==> config.mk <==
export PLATFORM = sky130hd
export DESIGN_NAME = pulse_window_energy_detector
export DESIGN_NICKNAME = d
export VERILOG_FILES = /design/src/rtl/pwed_pkg.sv /design/src/rtl/pwed_ac_unit.sv /design/src/rtl/pulse_window_energy_detector.sv
export VERILOG_INCLUDE_DIRS = /design/src /design/src/rtl
export SDC_FILE = /design/constraint.sdc
export NUM_CORES = 1
export LEC_CHECK = 0
export BUFFER_PORTS_ARGS = -buffer_cell sky130_fd_sc_hd__clkbuf_2
export CAP_MARGIN = 20
export CORE_UTILIZATION = 26
export CTS_BUF_LIST = sky130_fd_sc_hd__clkbuf_8
export CTS_CLUSTER_SIZE = 16
export DETAILED_ROUTE_END_ITERATION = 8
export GPL_TIMING_DRIVEN = 0
export PLACE_DENSITY = 0.47
export SLEW_MARGIN = 15
export SYNTH_ARGS = -nofsm -noshare
export SYNTH_HDL_FRONTEND = slang
export SYNTH_SLANG_ARGS = --single-unit
export TNS_END_PERCENT = 100
==> constraint.sdc <==
create_clock -name clk -period 18.2 [get_ports clk]
set_input_delay 1.82 -clock clk [delete_from_list [all_inputs] [get_ports clk]]
set_output_delay 1.82 -clock clk [all_outputs]
set_load 0.1 [all_outputs]
==> src/rtl/assert_macros.svh <==
// Assertion macros used by the top level of the pulse window energy detector.
`ifndef ASSERT_MACROS_SVH
`define ASSERT_MACROS_SVH

// Property checked at every rising edge of clk outside reset.
`define PWED_ASSERT(label, prop, msg) \
  label: assert property (@(posedge clk) disable iff (!rst_n) prop) else $error(msg);

// Condition that must never be true at a rising edge of clk outside reset.
`define PWED_NEVER(label, cond, msg) \
  label: assert property (@(posedge clk) disable iff (!rst_n) !(cond)) else $error(msg);

`endif

==> src/rtl/pwed_pkg.sv <==
// Package with the constants, item types and codes of the pulse window energy detector.
`default_nettype none

package pwed_pkg;

  localparam int SAMPLE_BITS = 12;
  localparam int DC_SHIFT    = 9;
  localparam int DC_FRAC     = 16;
  localparam int SQ_SHIFT    = 10;

  // The DC tracker never leaves the range of a sample shifted up by DC_FRAC.
  localparam int DC_W   = SAMPLE_BITS + DC_FRAC;
  // AC level plus half scale needs one bit of headroom and a sign bit.
  localparam int LVL_W  = SAMPLE_BITS + 2;
  localparam int SQ_W   = 2 * SAMPLE_BITS - SQ_SHIFT;
  localparam int ENER_W = 32;
  localparam int TALLY_W = 16;
  localparam int CNT_W  = 8;
  localparam int ADDR_W = 3;
  localparam int DATA_W = 32;

  localparam logic CH_IR  = 1'b0;
  localparam logic CH_RED = 1'b1;

  localparam logic REG_DEBOUNCE_LIMIT = 1'b0;
  localparam logic REG_HALFCYC_LIMIT  = 1'b1;

  localparam logic [CNT_W-1:0] DEBOUNCE_LIMIT_RST = 8'd4;
  localparam logic [CNT_W-1:0] HALFCYC_LIMIT_RST  = 8'd10;

  typedef struct packed {
    logic                   channel;
    logic [SAMPLE_BITS-1:0] sample;
  } in_item_t;

  typedef struct packed {
    logic [TALLY_W-1:0] window_samples;
    logic [ENER_W-1:0]  ir_energy;
    logic [ENER_W-1:0]  red_energy;
  } out_item_t;

endpackage

`default_nettype wire

==> src/rtl/pwed_ac_unit.sv <==
// DC tracker step, AC level and saturating energy accumulation for one sample.
`default_nettype none

module pwed_ac_unit (
  input  wire logic [pwed_pkg::SAMPLE_BITS-1:0] sample,
  input  wire logic [pwed_pkg::DC_W-1:0]        dc,
  input  wire logic [pwed_pkg::ENER_W-1:0]      energy,
  output logic      [pwed_pkg::DC_W-1:0]        dc_nxt,
  output logic      [pwed_pkg::ENER_W-1:0]      energy_nxt,
  output logic signed [pwed_pkg::LVL_W-1:0]     ac
);

  localparam int SB  = pwed_pkg::SAMPLE_BITS;
  localparam int DW  = pwed_pkg::DC_W;
  localparam int EW  = pwed_pkg::ENER_W;
  localparam int LW  = pwed_pkg::LVL_W;
  localparam int SQW = pwed_pkg::SQ_W;

  logic [DW-1:0]        target;
  logic signed [DW:0]   diff;
  logic signed [DW:0]   step;
  logic signed [DW:0]   dc_sum;
  logic [SB-1:0]        dc_int;
  logic [LW-1:0]        ac_abs;
  logic [SB-1:0]        mag;
  logic [2*SB-1:0]      square;
  logic [EW:0]          energy_ext;

  always_comb begin
    target = {sample, {pwed_pkg::DC_FRAC{1'b0}}};
    diff   = $signed({1'b0, target}) - $signed({1'b0, dc});
    // Arithmetic shift floors toward minus infinity, as the tracker requires.
    step   = diff >>> pwed_pkg::DC_SHIFT;
    dc_sum = $signed({1'b0, dc}) + step;
    dc_nxt = dc_sum[DW-1:0];
    dc_int = dc_nxt[DW-1:pwed_pkg::DC_FRAC];
    ac     = $signed({2'b00, sample}) - $signed({2'b00, dc_int});
    ac_abs = ac[LW-1] ? LW'(-ac) : LW'(ac);
    mag    = ac_abs[SB-1:0];
    square = mag * mag;
    energy_ext = {1'b0, energy} + {{(EW + 1 - SQW){1'b0}}, square[2*SB-1:pwed_pkg::SQ_SHIFT]};
    energy_nxt = energy_ext[EW] ? {EW{1'b1}} : energy_ext[EW-1:0];
  end

endmodule

`default_nettype wire

==> src/rtl/pulse_window_energy_detector.sv <==
// Top level of the pulse window energy detector: input and result registers, tracker, config.
//
//   channel   direction  handshake            payload
//   in_       input      in_valid / in_stall  in_data  (pwed_pkg::in_item_t)
//   out_      output     out_valid/out_stall  out_data (pwed_pkg::out_item_t)
//   config    input      psel/penable/pready  paddr, pwdata, prdata
//
// A result reaches out_data through the input register, where its item sits, and the result
// register: the DC, square and tracker update run in a single pass between the two.
// One item is accepted every cycle unless a result is held under out_stall.
// Reset is synchronous; it clears all tracking state and loads the register defaults.
// While a result waits under out_stall, one more item is taken into the input register.
`default_nettype none

module pulse_window_energy_detector (
  input  wire logic                          clk,
  input  wire logic                          rst_n,
  input  wire logic                          in_valid,
  output logic                               in_stall,
  input  wire pwed_pkg::in_item_t            in_data,
  output logic                               out_valid,
  input  wire logic                          out_stall,
  output pwed_pkg::out_item_t                out_data,
  input  wire logic                          psel,
  input  wire logic                          penable,
  input  wire logic                          pwrite,
  input  wire logic [pwed_pkg::ADDR_W-1:0]   paddr,
  input  wire logic [pwed_pkg::DATA_W-1:0]   pwdata,
  output logic      [pwed_pkg::DATA_W-1:0]   prdata,
  output logic                               pready
);

  `include "assert_macros.svh"

  localparam int DW = pwed_pkg::DC_W;
  localparam int EW = pwed_pkg::ENER_W;
  localparam int LW = pwed_pkg::LVL_W;
  localparam int TW = pwed_pkg::TALLY_W;
  localparam int CW = pwed_pkg::CNT_W;
  localparam int SB = pwed_pkg::SAMPLE_BITS;

  logic                in_vld_r;
  pwed_pkg::in_item_t  in_item_r;
  logic                out_vld_r;
  pwed_pkg::out_item_t out_item_r, out_item_nxt;

  logic [CW-1:0] debounce_limit_r, halfcyc_limit_r;

  logic [DW-1:0]        ir_dc_r, ir_dc_nxt, red_dc_r, red_dc_nxt;
  logic [EW-1:0]        ir_sum_r, ir_sum_nxt, red_sum_r, red_sum_nxt;
  logic [TW-1:0]        sample_tally_r, sample_tally_nxt;
  logic [CW-1:0]        halfcyc_r, halfcyc_nxt;
  logic [CW-1:0]        debounce_r, debounce_nxt;
  logic                 rising_r, rising_nxt;
  logic signed [LW-1:0] extreme_r, extreme_nxt;

  logic                 proc;
  logic                 is_ir;
  logic                 emit;
  logic                 cfg_wr;
  logic [DW-1:0]        dc_sel, dc_new;
  logic [EW-1:0]        sum_sel, sum_new;
  logic signed [LW-1:0] ac;
  logic signed [LW-1:0] level;
  logic                 extends_edge;
  logic [CW-1:0]        deb_inc;
  logic [CW-1:0]        halfcyc_inc;

  // The item in the input register moves on unless a result is held under stall.
  assign proc     = in_vld_r && !(out_vld_r && out_stall);
  assign in_stall = in_vld_r && out_vld_r && out_stall;
  assign is_ir    = (in_item_r.channel == pwed_pkg::CH_IR);

  assign out_valid = out_vld_r;
  assign out_data  = out_item_r;

  assign pready = 1'b1;
  assign cfg_wr = psel && penable && pwrite && pready;

  always_comb begin
    unique case (paddr[2])
      pwed_pkg::REG_DEBOUNCE_LIMIT: prdata = {{(pwed_pkg::DATA_W - CW){1'b0}}, debounce_limit_r};
      pwed_pkg::REG_HALFCYC_LIMIT:  prdata = {{(pwed_pkg::DATA_W - CW){1'b0}}, halfcyc_limit_r};
      default:                      prdata = '0;
    endcase
  end

  assign dc_sel  = is_ir ? ir_dc_r : red_dc_r;
  assign sum_sel = is_ir ? ir_sum_r : red_sum_r;

  pwed_ac_unit u_ac (
    .sample     (in_item_r.sample),
    .dc         (dc_sel),
    .energy     (sum_sel),
    .dc_nxt     (dc_new),
    .energy_nxt (sum_new),
    .ac         (ac)
  );

  always_comb begin
    ir_dc_nxt        = ir_dc_r;
    red_dc_nxt       = red_dc_r;
    ir_sum_nxt       = ir_sum_r;
    red_sum_nxt      = red_sum_r;
    sample_tally_nxt = sample_tally_r;
    halfcyc_nxt      = halfcyc_r;
    debounce_nxt     = debounce_r;
    rising_nxt       = rising_r;
    extreme_nxt      = extreme_r;
    emit             = 1'b0;

    level        = ac + $signed({2'b00, 1'b1, {(SB - 1){1'b0}}});
    extends_edge = rising_r ? (extreme_r <= level) : (extreme_r >= level);
    deb_inc      = (debounce_r == {CW{1'b1}}) ? debounce_r : debounce_r + 1'b1;
    halfcyc_inc  = halfcyc_r + 1'b1;

    out_item_nxt.window_samples = '0;
    out_item_nxt.ir_energy      = '0;
    out_item_nxt.red_energy     = '0;

    if (proc) begin
      if (!is_ir) begin
        red_dc_nxt  = dc_new;
        red_sum_nxt = sum_new;
      end else begin
        ir_dc_nxt  = dc_new;
        ir_sum_nxt = sum_new;
        if (sample_tally_r != {TW{1'b1}}) begin
          sample_tally_nxt = sample_tally_r + 1'b1;
        end
        // A level that continues the current edge restarts the debounce count.
        if (extends_edge) begin
          debounce_nxt = '0;
          extreme_nxt  = level;
        end else if (deb_inc >= debounce_limit_r) begin
          rising_nxt   = !rising_r;
          debounce_nxt = '0;
          halfcyc_nxt  = halfcyc_inc;
        end else begin
          debounce_nxt = deb_inc;
        end

        emit = (halfcyc_nxt >= halfcyc_limit_r);
        out_item_nxt.window_samples = sample_tally_nxt;
        out_item_nxt.ir_energy      = ir_sum_nxt;
        out_item_nxt.red_energy     = red_sum_r;
        if (emit) begin
          ir_sum_nxt       = '0;
          red_sum_nxt      = '0;
          sample_tally_nxt = '0;
          halfcyc_nxt      = '0;
          debounce_nxt     = '0;
        end
      end
    end
  end

  always_ff @(posedge clk) begin
    if (!rst_n) begin
      in_vld_r         <= 1'b0;
      out_vld_r        <= 1'b0;
      debounce_limit_r <= pwed_pkg::DEBOUNCE_LIMIT_RST;
      halfcyc_limit_r  <= pwed_pkg::HALFCYC_LIMIT_RST;
      ir_dc_r          <= '0;
      red_dc_r         <= '0;
      ir_sum_r         <= '0;
      red_sum_r        <= '0;
      sample_tally_r   <= '0;
      halfcyc_r        <= '0;
      debounce_r       <= '0;
      rising_r         <= 1'b0;
      extreme_r        <= '0;
    end else begin
      if (!in_stall) begin
        in_vld_r <= in_valid;
      end
      if (proc && emit) begin
        out_vld_r <= 1'b1;
      end else if (!out_stall) begin
        out_vld_r <= 1'b0;
      end
      if (cfg_wr) begin
        unique case (paddr[2])
          pwed_pkg::REG_DEBOUNCE_LIMIT: debounce_limit_r <= pwdata[CW-1:0];
          pwed_pkg::REG_HALFCYC_LIMIT:  halfcyc_limit_r  <= pwdata[CW-1:0];
          default: ;
        endcase
      end
      ir_dc_r        <= ir_dc_nxt;
      red_dc_r       <= red_dc_nxt;
      ir_sum_r       <= ir_sum_nxt;
      red_sum_r      <= red_sum_nxt;
      sample_tally_r <= sample_tally_nxt;
      halfcyc_r      <= halfcyc_nxt;
      debounce_r     <= debounce_nxt;
      rising_r       <= rising_nxt;
      extreme_r      <= extreme_nxt;
    end
  end

  always_ff @(posedge clk) begin
    if (!in_stall && in_valid) begin
      in_item_r <= in_data;
    end
    if (proc && emit) begin
      out_item_r <= out_item_nxt;
    end
  end

  `PWED_ASSERT(a_result_from_ir, (proc && emit) |-> is_ir, "result raised by a red item")
  `PWED_NEVER(a_no_overwrite, proc && out_vld_r && out_stall, "item processed over a held result")
  `PWED_ASSERT(a_window_clear, (proc && emit) |=> (halfcyc_r == '0 && ir_sum_r == '0), "window kept")

endmodule

`default_nettype wire
======== Word level (Yosys, flattened, before mapping) ========
Index checks and enable logic that the tools add are counted.
word-level totals
  word-level logic and storage cells ...... 83
  output and inout port bits .............. 115
  bits in registers ....................... 278
  input port bits ......................... 55
operators by class
  mux-type cells .......................... 24
  equality and inequality tests ........... 3
  reductions and logical operators ........ 20
  add/subtract/negate cells ............... 9
  $mul .................................... 1
  order comparisons ....................... 4
  bitwise operators ....................... 4
operators with widths
  kind                                             count
  2-to-1 mux 32 bit                                5
  2-to-1 mux 8 bit                                 9
  case mux 32 bit (2 select lines)                 1
  adder 32 x 14 -> 33 bit                          1
  2-to-1 mux 16 bit                                2
  subtractor 28 x 28 -> 29 bit                     1
  adder 28 x 20 -> 28 bit                          1
  2-to-1 mux 28 bit                                1
  multiplier 12 x 12 -> 24 bit                     1
  adder 16 x 1 -> 16 bit (second input constant)   1
  adder 8 x 1 -> 8 bit (second input constant)     2
  >= comparator 8 bit                              2
  != test 16 bit (second input constant)           1
  adder 13 x 13 -> 14 bit (second input constant)  1
  >= comparator 14 bit                             1
  <= comparator 14 bit                             1
  subtractor 12 x 12 -> 13 bit                     1
  2-to-1 mux 12 bit                                1
  negator 12 bit                                   1
  AND reduction 2 bit                              5
  equality test 8 bit (second input constant)      1
  logical AND 1 bit                                8
  2-to-1 mux 1 bit                                 5
  NOT 1 bit                                        4
  other kinds (6)                                  8

======== Logic depth before layout (Yosys ltp) ========
  depth after elaboration ................. 15
  depth in mapped cells ................... 86
  mapped depth without buffers ............ 76

======== Cells and area by module ========
Synthesis repeated with hierarchy kept, for this count alone.
unflattened totals
  cell total of the unflattened synthesis .. 2277
  area total of the unflattened synthesis .. 19946.6 um2
modules (own cells, without submodules)
  module                        sequential area each (um2)  cells each  area each (um2)  instances
  pulse_window_energy_detector  6496.2                      1276        12248.0          1
  pwed_ac_unit                  0.0                         1001        7698.6           1

======== Worst setup path before layout ========
OpenSTA, ideal clock, no wires.
  path type ............................... register to register
  start point ............................. register in_item_r[12] (netlist name)
  end point ............................... register out_item_r (netlist bit out_data[40]) (data pin)
  setup time .............................. 0.270 ns
  arrival time ............................ 17.430 ns
  slack ................................... 0.499 ns
  data required time ...................... 17.930 ns
  stages on the path, launching flop included .. 78
  clock period less this slack ............ 17.701 ns
  buffers on the path ..................... 14
  path through ............................ edfxtp_1 buf_2 buf_2 buf_1 clkbuf_1 clkbuf_1 buf_1 clkbuf_1 clkbuf_1 mux2i_1 ha_1 a31o_2 a21o_1 a31oi_1 o21bai_1 a21oi_1 nor2b_1 o21a_1 [... 42 more ...] ha_1 nor2b_1 o21ai_0 a21oi_1 o21ai_0 a21oi_1 o21ai_0 a21oi_1 o21ai_0 a21oi_1 o21ai_0 a21oi_1 o211ai_1 or3_1 clkbuf_1 clkbuf_1 clkbuf_1 a21oi_1
between the ends
  word-level cells in the longest chain between the ends .. 9
  elaborated cells between the ends (all ways) .. 11
  classes of those cells .................. add/sub: 5; mul: 1; mux: 4; reduce/logical: 1
ends and longest elaborated chain
  element                       RTL line                             text
  from (decl)                   pulse_window_energy_detector.sv:43   pwed_pkg::in_item_t in_item_r;
  from (signal assigned)        pulse_window_energy_detector.sv:203  in_item_r <= in_data;
  2-to-1 mux 28 bit             pulse_window_energy_detector.sv:88   assign dc_sel = is_ir ? ir_dc_r : red_dc_r;
  subtractor 28 x 28 -> 29 bit  pwed_ac_unit.sv:31                   diff = $signed({1'b0, target}) - $signed({1'b0, dc});
  adder 28 x 20 -> 28 bit       pwed_ac_unit.sv:34                   dc_sum = $signed({1'b0, dc}) + step;
  subtractor 12 x 12 -> 13 bit  pwed_ac_unit.sv:37                   ac = $signed({2'b00, sample}) - $signed({2'b00, dc_int});
  negator 12 bit                pwed_ac_unit.sv:38                   ac_abs = ac[LW-1] ? LW'(-ac) : LW'(ac);
  2-to-1 mux 12 bit             pwed_ac_unit.sv:38
  multiplier 12 x 12 -> 24 bit  pwed_ac_unit.sv:40                   square = mag * mag;
  adder 32 x 14 -> 33 bit       pwed_ac_unit.sv:41                   energy_ext = {1'b0, energy} + {{(EW + 1 - SQW){1'b0}}, square[2*SB-1:pwed_pkg::SQ_SHIFT]};
  2-to-1 mux 32 bit             pwed_ac_unit.sv:42                   energy_nxt = energy_ext[EW] ? {EW{1'b1}} : energy_ext[EW-1:0];
  to (signal assigned)          pulse_window_energy_detector.sv:206  out_item_r <= out_item_nxt;
  to (decl)                     pulse_window_energy_detector.sv:45   pwed_pkg::out_item_t out_item_r, out_item_nxt;
Parallel ways exist; a longest one is shown, timed or not.
A chain may end at the register's enable or synchronous reset.

======== Worst setup path in the final report ========
  start point ............................. register in_item_r[12] (netlist name)
  end point ............................... register out_item_r (netlist bit out_data[43]) (data pin)
The elaborated chain is that of the path after synthesis.

==> metrics.yaml <==
hold_viol: 0
drt-vias-per-instance: 4.780
synth_cell_types: 87
drc: 0
setup_violations: 0
grt_first_pass_wirelength_mm: 96.74
rows: 101
drt_iter0_drc: 1105
holdBufCountCts: 0
fmax_mhz: 58.57
area_growth_pct: 18.01
timing.slew.headroom: 0.3094
hold_path.class: "flop to flop"
critPathLaunch: "in_item_r[12]"
grt_overflow_total: 0
die_x_um: 281.1
cts_htree_levels: 2
critPathMaxStageDelay_ns: 0.63
synth_edf_count: 93
crit-reg2reg-launch: "in_item_r[12]"
dr.pass1.iters: 5
initial_core_util: 0.2649
postRouteAntennaNets: 0
r2r-end: "out_data[43]"
wl_mm: 62.39
hpwl_mm: 49.27
synth-seq-area-share: 0.3207
grt_pass1_vias: 17210
hold_depth: 2
dieArea_sq_um: 79030
status: "complete, no violations"
cts_tree: "built"
grt.total_usage: 0.1562
nets: 2843
drive_gt1_frac: 0.1508
grt_max_degree: 48
gp_congestion: 0.8911
coreArea_sq_um: 76450
antenna_found_initial: 0
drv_slew: 0
worst_slew_pin_slew_ns: 1.029
cp.arrival_ns: 17.51
clkTransAtPathRegs_ns: 0.06
syn_inst: 2354
worstHoldStart: "ir_sum_r[28]"
cp-start-kind: "flop"
tns_ns: 0
period_minus_slack_ns: 17.07
cpMaxStageDelayCell: "fa_1"
critPathRequiredTime_ns: 18.63
reg2reg_slack_ns: 1.13
setup.worst_path.class: "flop to flop"
port_buffers: 117
cts.sink_count: 278
die_h_um: 281.1
r2r_cells: 69
clock_latency_ns: 0.64
critPathCaptureType: "flop"
path_max_fanout: 28
yosysWarningCount: 0
finalCritPeriodShare: 0.9381
synth_seq_cells: 278
vias: 17350
rsz0062_at_grt: "false"
avgSynthCellArea_sq_um: 8.605
wire_per_inst_um: 17.19
ios: 170
finClkSkew_ns: 0.04885
clockRootBuffer: "clkbuf_8"
crit_top_cell: "a21oi_1"
cts_buffer_depth: 3
cap_viol_max_count: 0
min_to: "ir_sum_r[28]"
syn-cell-area_sq_um: 20260
ys.flop_type: "dfxtp_1"
cts_made_buffers: 52
ys_async_sr_fraction: 0
[routing by layer]
metal | part of all wire | vias up | track usage
met2 | 0.47 | 429 | 0.2597
li1 | - | 8466 | -
met1 | 0.46 | 8374 | 0.2089
met4 | 0.022 | 0 | 0.04302
met3 | 0.049 | 81 | 0.02353
met5 | 0 | - | 0
[timing repair]
| item | 4_1_cts | 5_1_grt |
|---|---|---|
| gates resized for setup | 45 | 52 |
| buffers inserted | 3 | 13 |
| gates cloned | 0 | 0 |
| endpoints found under the setup margin | 96 | 96 |
| pin swaps | 3 | 8 |
[through the flow]
| stage | utilization | area, sq um | worst slack (ns) | hold slack (ns) | instances |
|---|---|---|---|---|---|
| floorplan | - | 20340 | 0.4993 | 0.4212 | 2377 |
| global placement | 0.2906 | 22220 | -5.614 | 0.4348 | 3524 |
| detailed placement | 0.2912 | 22260 | -4.536 | 0.4462 | 3526 |
| CTS | 0.3086 | 23590 | 0.01368 | 0.4532 | 3621 |
| global route | 0.3126 | 23900 | 0.1260 | 0.4810 | 3629 |
| finish | 0.3127 | 23900 | 1.126 | 0.4547 | 3630 |
[worst max-delay path: cells and delay by family (launching register included)]
kind                       cells  cell delay [ns]
xor gates and xnor gates       4             0.87
muxes                          2             0.51
DFF                            1             0.32
adders and majority gates     11             4.70
buffers and inverters         14             2.30
AOI/OAI and AO/OA             27             5.66
and+or+nand+nor               11             2.41
[kinds of logic (layout without fill, tap and decap cells)]
kind of cell	Yosys count	in the layout	synth area share
simple gates	795	795	0.1830
mux	75	75	0.03990
other cells	2	26	0.0003708
compound gates	511	511	0.1612
flops	278	278	0.3207
buf+inv	346	568	0.06986
xor+xnor	114	114	0.05145
fa+ha+maj	233	233	0.1735
[sequential cells by signal, summed over array words and instances (netlist names), 13 cells and up]
| register | count |
|---|---|
| out_data | 80 |
| ir_sum_r | 32 |
| red_sum_r | 32 |
| ir_dc_r | 28 |
| red_dc_r | 28 |
| sample_tally_r | 16 |
| extreme_r | 14 |
| in_item_r | 13 |
[cells in the mapped netlist (all sizes together) (16+ instances only)]
library cell	number	area, sq um
clkbuf	86	322.8
dfxtp	185	3704
nor2b	21	131.4
nand4	19	118.9
a21o	30	225.2
and2	60	375.4
edfxtp	93	2793
nor3	33	175.2
xor2	36	315.3
o21ai	89	445.4
or2	23	143.9
ha	148	1852
nor2	274	1031
nand2	222	833.3
o21bai	16	120.1
a22oi	55	412.9
fa	81	1622
mux2i	39	402.9
a21oi	197	1005
nand3	49	245.2
inv	214	803.3
xnor2	76	680.7
mux2	36	405.4
nand2b	28	175.2
buf	46	289.0
[worst max path at each step]
stage	slack, ns	cells after the start	endpoint
detailed placement	-4.54	79	out_data[44]
CTS	0.01	77	out_data[44]
finish	1.13	69	out_data[43]
global route	0.13	70	out_data[44]
global placement	-5.61	78	out_data[46]
floorplan	0.50	77	out_data[40]
[cell type report]
cell class	count	area, sq um
plain buffers	124	646.9
fillers	8057	52550
clock inverters	34	295.3
diodes	1	2.502
multi-input cells	1753	12800
clock buffers	60	825.8
well taps	1030	1289
repair buffers	136	745.7
flip-flops and latches	278	6496
inverters	214	805.8
[cells in the final DEF (no fill, tap or decap), types with 22 or more instances in the layout]
cell	Yosys	final
a22oi_1	55	55
or2_2	22	22
fa_1	81	81
nand2b_1	28	28
clkbuf_1	86	70
ha_1	148	145
dfxtp_1	185	185
buf_4	25	44
clkbuf_2	0	121
a21oi_1	194	188
mux2_2	36	36
o21ai_0	89	88
mux2i_1	38	36
edfxtp_1	93	93
xnor2_1	74	64
a21o_1	30	30
and2_1	60	60
nor2_1	273	269
nand3_1	49	49
nor3_1	31	29
xor2_1	36	33
conb_1	2	25
inv_1	212	218
clkbuf_8	0	61
nand2_1	222	222
Power is not shown: default switching activity piles up to over one toggle a cycle in this logic, so the estimate is an artifact.
